--- config.mk ---
export PLATFORM = sky130hd
export DESIGN_NAME = mgle_median
export DESIGN_NICKNAME = d
export VERILOG_FILES = /design/src/mgle_pkg.sv /design/src/mgle_median.sv
export SDC_FILE = /design/constraint.sdc
export NUM_CORES = 1
export LEC_CHECK = 0
export BUFFER_PORTS_ARGS = -buffer_cell sky130_fd_sc_hd__buf_2
export CAP_MARGIN = 20
export CORE_UTILIZATION = 50
export DETAILED_ROUTE_END_ITERATION = 16
export GPL_TIMING_DRIVEN = 1
export PLACE_DENSITY = 0.69
export REMOVE_ABC_BUFFERS = 1
export SLEW_MARGIN = 20
export SYNTH_ARGS = -nofsm -noshare
export SYNTH_HDL_FRONTEND = slang
export SYNTH_SLANG_ARGS = --single-unit
--- constraint.sdc ---
create_clock -name clk -period 7.1 [get_ports clk]
set_input_delay 0.71 -clock clk [delete_from_list [all_inputs] [get_ports clk]]
set_output_delay 0.71 -clock clk [all_outputs]
set_load 0.01 [all_outputs]
--- src/mgle_pkg.sv ---
// mgle_pkg: shared types, constants and helper functions for the median gated lsb embedder
// no dependencies
`timescale 1ns / 1ps

package mgle_pkg;

  localparam int MAX_COLUMN_LENGTH_DEF = 1024;

  localparam int CFG_INDEX_W = 2;
  localparam int CFG_DATA_W  = 16;

  localparam logic [CFG_INDEX_W-1:0] CFG_THRESHOLD      = 2'd0;
  localparam logic [CFG_INDEX_W-1:0] CFG_BITS_PER_PIXEL = 2'd1;
  localparam logic [CFG_INDEX_W-1:0] CFG_COLUMN_LENGTH  = 2'd2;
  localparam logic [CFG_INDEX_W-1:0] CFG_COLUMN_COUNT   = 2'd3;

  localparam logic [7:0]  THRESHOLD_RST      = 8'd5;
  localparam logic [2:0]  BITS_PER_PIXEL_RST = 3'd5;
  localparam logic [10:0] COLUMN_LENGTH_RST  = 11'd1024;
  localparam logic [15:0] COLUMN_COUNT_RST   = 16'd1024;

  localparam logic [15:0] MIN_GEOMETRY = 16'd3;
  localparam logic [15:0] WINDOW_EDGE  = 16'd2;

  // grey = floor(sum / 3) as (sum * 683) >> 11, exact for sums up to 765
  localparam logic [20:0] GREY_RECIP = 21'd683;
  localparam int          GREY_SHIFT = 11;

  typedef struct packed {
    logic [7:0] lo;
    logic [7:0] mid;
    logic [7:0] hi;
  } trio_t;

  typedef struct packed {
    logic [7:0] centre_red;
    logic [7:0] centre_grey;
    logic [6:0] chunk;
  } side_t;

  function automatic trio_t sort3(input logic [7:0] a, input logic [7:0] b,
                                  input logic [7:0] c);
    logic [7:0] x;
    logic [7:0] y;
    logic [7:0] z;
    logic [7:0] t;
    trio_t res;
    x = a;
    y = b;
    z = c;
    if (x > y) begin
      t = x; x = y; y = t;
    end
    if (y > z) begin
      t = y; y = z; z = t;
    end
    if (x > y) begin
      t = x; x = y; y = t;
    end
    res.lo  = x;
    res.mid = y;
    res.hi  = z;
    return res;
  endfunction

  function automatic logic [7:0] max3(input logic [7:0] a, input logic [7:0] b,
                                      input logic [7:0] c);
    logic [7:0] m;
    m = (a > b) ? a : b;
    return (m > c) ? m : c;
  endfunction

  function automatic logic [7:0] min3(input logic [7:0] a, input logic [7:0] b,
                                      input logic [7:0] c);
    logic [7:0] m;
    m = (a < b) ? a : b;
    return (m < c) ? m : c;
  endfunction

  function automatic logic [7:0] med3(input logic [7:0] a, input logic [7:0] b,
                                      input logic [7:0] c);
    trio_t s;
    s = sort3(a, b, c);
    return s.mid;
  endfunction

  function automatic logic [7:0] grey_of(input logic [9:0] sum);
    logic [20:0] prod;
    prod = 21'(sum) * GREY_RECIP;
    return prod[GREY_SHIFT+7:GREY_SHIFT];
  endfunction

endpackage

--- src/mgle_median.sv ---
// mgle_median: three stage median of nine network with side data carried along
// depends on mgle_pkg
`timescale 1ns / 1ps

module mgle_median (
  input  logic                  clk,
  input  logic                  rst,
  input  logic                  in_valid,
  output logic                  in_ready,
  input  logic [8:0][7:0]       in_vals,
  input  mgle_pkg::side_t       in_side,
  output logic                  out_valid,
  input  logic                  out_ready,
  output logic [7:0]            out_median,
  output mgle_pkg::side_t       out_side
);
  import mgle_pkg::*;

  logic  v2;
  logic  v3;
  logic  v4;
  logic  r2;
  logic  r3;
  logic  r4;
  trio_t t2 [3];
  side_t side2;
  logic [7:0] lo3;
  logic [7:0] md3;
  logic [7:0] hi3;
  side_t side3;
  logic [7:0] med4;
  side_t side4;
  trio_t sorted [3];

  assign r4       = !v4 || out_ready;
  assign r3       = !v3 || r4;
  assign r2       = !v2 || r3;
  assign in_ready = r2;

  always_comb begin
    for (int g = 0; g < 3; g++) begin
      sorted[g] = sort3(in_vals[3*g], in_vals[3*g+1], in_vals[3*g+2]);
    end
  end

  always_ff @(posedge clk) begin
    if (rst) begin
      v2 <= 1'b0;
      v3 <= 1'b0;
      v4 <= 1'b0;
    end else begin
      if (r2) begin
        v2 <= in_valid;
      end
      if (r3) begin
        v3 <= v2;
      end
      if (r4) begin
        v4 <= v3;
      end
    end
  end

  // sorted triples
  always_ff @(posedge clk) begin
    if (in_valid && r2) begin
      t2    <= sorted;
      side2 <= in_side;
    end
  end

  // max of lows, median of mids, min of highs
  always_ff @(posedge clk) begin
    if (v2 && r3) begin
      lo3   <= max3(t2[0].lo, t2[1].lo, t2[2].lo);
      md3   <= med3(t2[0].mid, t2[1].mid, t2[2].mid);
      hi3   <= min3(t2[0].hi, t2[1].hi, t2[2].hi);
      side3 <= side2;
    end
  end

  always_ff @(posedge clk) begin
    if (v3 && r4) begin
      med4  <= med3(lo3, md3, hi3);
      side4 <= side3;
    end
  end

  assign out_valid  = v4;
  assign out_median = med4;
  assign out_side   = side4;

endmodule

==> results.toml, run 1 <==
[outcome]
outcome = "completed"

[global_routing]
grt_pass1_vias = 9411
overflow = 0
grt_max_degree = 88
gr-usage-all-layers_pct = 23.1
grt_pass1_wl_um = 47800
antenna_found_initial = 0

[yosys]
netlist_instances = 1217
synthFlopType = "edfxtp_1"
ys_types = 68
synth.area.top_cells = "edfxtp_1 40%, ha_1 14%, mux2i_1 3.9%"
ys_ff_latch = 176
synth_edf_count = 173
async_flop_share_pct = 0
synth_top_family_by_area = "compound AO/OA/AOI/OAI gates"
synth_top_area_share_pct = 40.1
synth.mux.area_fraction_pct = 9.51
synth-simple-area-share_pct = 9.68
ys_seq_area_share_pct = 40.5
postSynthAreaPerCell_um2 = 10.7
synth_compound_area_share_pct = 20.3
ys_warn_count = 0
synthAdderAreaFrac_pct = 14.5
syn_area_um2 = 13000
synth_top_area_cell = "edfxtp_1"
synth-xor-area-share_pct = 0
synth.most_common_cell = "edfxtp_1"
synth_common_cells = "173 x edfxtp_1, 150 x ha_1, 128 x inv_1"

[placement]
place.gp.congestion = 0.889
port-buffer-count = 131
dp_hpwl_um = 23500
place_inst = 1649

[detailed_routing]
vias_per_cell = 5.85
drcViolationCount = 0
totalWireLength_um = 29800
first_pass_iters = 5
wl_per_cell_um = 17.7
drtIter0Drc = 616
ant_nets = 0
num_vias = 9843

[floorplanning]
die_w_um = 163
die_h_um = 163
ios = 132
placementRows = 58
start_util_pct = 51.2
die_area_um2 = 26600
coreArea_um2 = 25300

[power]
power_frac_clock_pct = 14.7
p_sw_uw = 2810
ir_drop_mv = 0.321
power.leakage_uw = 0.00646
p_sw_share_pct = 43.4
power_frac_seq_pct = 26.3
p_comb_share_pct = 59.0
p_per_area_nw_per_um2 = 444
p_int_uw = 3660

[sta]
hold_viol = 0
finalSetupViolations = 0
fin_setup_tns_ps = 0
skew_ps = 14.6
period_share_pct = 83.1
slew_violations = 0
worst_pin_slew_ps = 863
rsz0062_at_grt = "no"
period_needed_ps = 5900
fmax_ghz = 0.170
slew_headroom_pct = 42.5

[clock_network]
ctsHoldBuffers = 0
cts_resized = 0
cts_setup_buffers = 0
cts-root-buf = "clkbuf_16"
path_clk_slew_ps = 80
htree_levels = 4
cts_tree = "done"
cts-buffers-inserted = 17
cts_sinks = 176
clockBufferDepth = 2
clk_latency_ps = 440

[cells_and_area]
final_layout_size_suffix_gt1_share_pct = 19.3
fin_nets = 1588
areaGrowthSynthToFinish_pct = 12.4
layout.cells.non_filler = 1682
antennaDiodeCount = 0
fill_cells = 2146

[setup_path]
cp-start-kind = "input pin"
critPathArrivalTime_ps = 6140
path_class = "input pin to flop"
cp_max_fo = 28
worstSetupEndpointType = "flop"
cp.required_ps = 7340

[hold_path]
min_path_type = "flop to flop"

[job]
drv_cap = 0
## state kept, by name, summed over array words and instances, names as in the netlist, 8 cells and up
register    flops
md3             8
side3          23
t2             72
side2          23
out_median      8
lo3             8
out_side       23
hi3             8
## metal layers
layer  GRT usage (%)  part of all wire (%)
met5               0                     0
met1            29.6                    45
met2            38.7                    48
met4            10.6                   3.6
met3            2.90                   3.2
## power groups by stage
stage	Clock [µW]	Sequential (µW)	Combinational, µW
6_report	952	1700	3820
5_1_grt	1000	1720	4250
4_1_cts	966	1700	3780
3_5_place_dp	0	1720	3760
3_3_place_gp	0	1720	3680
2_1_floorplan	0	1660	2870
## path summary, 6_finish.rpt
check                 startpoint                      to  slack [ps]  depth (start not counted)
max                  in_vals[63]         t2[8]$_DFFE_PP_        1200                         22
min          side3[10]$_DFFE_PP_  out_side[10]$_DFFE_PP_         410                          0
max reg2reg     t2[33]$_DFFE_PP_        md3[3]$_DFFE_PP_        1270                         20
min reg2reg  side3[10]$_DFFE_PP_  out_side[10]$_DFFE_PP_         410                          0
## kinds of logic (layout without fill, tap and decap cells)
kind of cell    Yosys count  after routing
flops                   176            176
fa+ha+maj               150            150
compound gates          359            359
mux                     110            110
buf+inv                 170            305
simple gates            252            252
## placed cells by master (no fill, tap or decap), drive strengths merged, types with 19 or more instances in the layout
| cell type | instances |
|---|---|
| inv | 133 |
| nor2 | 34 |
| o21ai | 73 |
| mux2 | 57 |
| nand2 | 68 |
| buf | 145 |
| a211oi | 51 |
| ha | 150 |
| nor2b | 19 |
| a21o | 55 |
| nand3 | 31 |
| a21oi | 65 |
| mux2i | 53 |
| edfxtp | 173 |
| nor3 | 46 |
## critical path: stages
cell and delay (ps):
buf_2 110, inv_1 40, ha_1 350, nand4_1 200, or2_1 400, o21ai_2 120, buf_4 320, a21oi_1 220
ha_1 230, nand2b_1 130, a21oi_1 150, o31ai_1 110, a21oi_2 680, a211oi_1 190, a21o_1 220, ha_1 280
and3_1 210, a221o_1 370, a21oi_1 180, or2_1 520, a211oi_1 100, nor3_1 300
## through the flow
stage                     power [µW]  utilization [%]  worst slack (ps)  hold WS (ps)  instance area (µm²)
after floorplan                 4530                -               923           400                12700
after global placement          5390             55.0               686           400                13900
after detailed placement        5480             55.0               561           405                13900
after CTS                       6450             57.5              1030           412                14600
after global routing            6970             57.5               849           419                14600
final                           6470             57.5              1200           413                14600
## cell type report
cell class	instances	area [µm²]	share of cell area [%]
multi-input combinational	871	7020	48.2
timing repair buffer	145	768	5.27
tap	330	413	2.83
clock buffer	17	425	2.92
inverter	128	480	3.30
sequential	176	5260	36.1
clock inverter	15	209	1.43
(Power assumes the default switching activity.)
==> inputs of run 2 (changes only) <==
ABC_AREA = 1   (was unset)
PLACE_DENSITY = 0.7   (was 0.69)
clock period = 5.64 ns   (was 7.1 ns; I/O delays follow)
==> run 2 against run 1 <==
Compared with the run above: global-route usage shrank 2.3 points; flip-flop and latch count is the same; worst setup slack lost 530 ps; clock power grew 27%; first-iteration DRC count shrank 12%; non-clock buffer count shrank 4; clock skew shrank 2.0 ps; register-to-register slack lost 390 ps; synthesized area shrank 5.6%; hold slack lost 120 ps; critical endpoint is now t2[37]$_DFFE_PP_.
==> results.toml, run 2 <==
[outcome]
outcome = "completed"

[placement]
dp_hpwl_um = 20200
place.gp.congestion = 0.855
port-buffer-count = 131

[power]
power.leakage_uw = 0.00632
p_per_area_nw_per_um2 = 542
ir_drop_mv = 0.490

[sta]
fin_setup_tns_ps = 0
worst_pin_slew_ps = 1040
skew_ps = 12.6
period_needed_ps = 4970
whs_ps = 296
period_share_pct = 88.0
fmax_ghz = 0.201
slew_headroom_pct = 30.5
hold_viol = 0
finalSetupViolations = 0
rsz0062_at_grt = "no"
slew_violations = 0

[global_routing]
grtUsageMet2_pct = 36.2
grt_pass1_wl_um = 40500
gr-usage-all-layers_pct = 20.8
grt_pass1_vias = 8593
overflow = 0
grt_use_met3_pct = 3.10
grt_max_degree = 83
grt_busiest_layer = "met2"
grt_use_met1_pct = 26.4
antenna_found_initial = 0

[yosys]
synth_compound_area_share_pct = 17.4
ys_seq_area_share_pct = 42.9
ys_types = 36
ys_warn_count = 0
synth_top_family_by_area = "compound AO/OA/AOI/OAI gates"
synthFlopType = "edfxtp_1"
synth_top_area_share_pct = 42.4
synth_top_area_cell = "edfxtp_1"
netlist_instances = 1322
syn_area_um2 = 12200
synth-simple-area-share_pct = 16.9
synth-xor-area-share_pct = 0
async_flop_share_pct = 0
synth.area.top_cells = "edfxtp_1 42%, ha_1 15%, nand2_1 9.8%"
ys_ff_latch = 176
synth.mux.area_fraction_pct = 0
synth.most_common_cell = "nand2_1"
synth_common_cells = "321 x nand2_1, 178 x inv_1, 173 x edfxtp_1"
synthAdderAreaFrac_pct = 15.3
postSynthAreaPerCell_um2 = 9.26
synth_edf_count = 173

[detailed_routing]
drcViolationCount = 0
ant_nets = 0
first_pass_iters = 7
totalWireLength_um = 24800
vias_per_cell = 5.13
drtIter0Drc = 543
num_vias = 9120
wl_per_cell_um = 14.0

[floorplanning]
die_h_um = 158
die_w_um = 158
ios = 132
placementRows = 56
coreArea_um2 = 23800
start_util_pct = 51.5
die_area_um2 = 25100

[clock_network]
clockBufferDepth = 2
path_clk_slew_ps = 80
htree_levels = 4
cts_tree = "done"
cts_resized = 0
ctsHoldBuffers = 0
cts-buffers-inserted = 17
cts_sinks = 176
cts_setup_buffers = 0
cts-root-buf = "clkbuf_16"
clk_latency_ps = 440

[setup_path]
cp.required_ps = 5810
path_class = "input pin to flop"
crit_top_cell = "nand2_1"
critPathBufInv = 6
max_stage_delay_ps = 380
critPathArrivalTime_ps = 5130
cp_max_fo = 25
cp-start-kind = "input pin"
worstSetupEndpointType = "flop"
critical-path-slowest-cell = "inv_1"
crit_family = "simple AND/OR/NAND/NOR gates"

[cells_and_area]
fin_nets = 1695
areaGrowthSynthToFinish_pct = 12.7
final_common_cell = "nand2_1"
layout_common_cells = "321 x nand2_1, 176 x inv_1, 173 x edfxtp_1"
regMostFlops = "t2"
antennaDiodeCount = 0
postLayoutCoreUtil_pct = 58.1
final_layout_size_suffix_gt1_share_pct = 19.4
largest_reg_flops = 72

[hold_path]
min_path_type = "input pin to flop"

[job]
drv_cap = 0
run 2: metal layers:
| layer | share of wire (%) | up-vias | wire [µm] |
|---|---|---|---|
| li1 | - | 4803 | - |
| met1 | 45 | 4107 | 11300 |
| met2 | 50 | 180 | 12300 |
| met3 | 3.3 | 30 | 814 |
| met4 | 1.7 | 0 | 429 |
| met5 | 0 | - | 0 |
run 2: stage by stage:
stage	setup WS, ps	power, µW	instance area, µm²	std cells
after floorplan	571	5140	12000	1286
after global placement	508	6110	13100	1746
after detailed placement	270	6280	13100	1746
after CTS	710	7520	13800	1778
after global routing	120	8250	13800	1778
final	675	7470	13800	1778
run 2: kinds of logic (layout without fill, tap and decap cells):
| kind of cell | count (synthesis) | count (layout) |
|---|---|---|
| compound gates | 329 | 329 |
| fa+ha+maj | 150 | 150 |
| buf+inv | 216 | 353 |
| flops | 176 | 176 |
| simple gates | 451 | 451 |
run 2: path summary, 6_finish.rpt:
path / startpoint / end / slack [ps] / cells after the start
max: in_vals[33] / t2[37]$_DFFE_PP_ / 670 / 30
min: in_side[20] / side2[20]$_DFFE_PP_ / 300 / 1
max reg2reg: lo3[1]$_DFFE_PP_ / out_median[7]$_DFFE_PP_ / 880 / 24
min reg2reg: side2[18]$_DFFE_PP_ / side3[18]$_DFFE_PP_ / 410 / 0
run 2: layout make-up:
class,count,area [µm²]
clock buffers,17,425
clock inverters,15,219
fillers,2001,9960
inverters,180,677
multi-input cells,930,6080
flip-flops and latches,176,5260
well taps,319,399
repair buffers,141,731
run 2: power by group:
group	internal [µW]	total, µW	switching (µW)	leakage, µW
registers	1940	2090	154	0.00169
logic	1520	4170	2650	0.00432
clock network	619	1210	595	0.000308
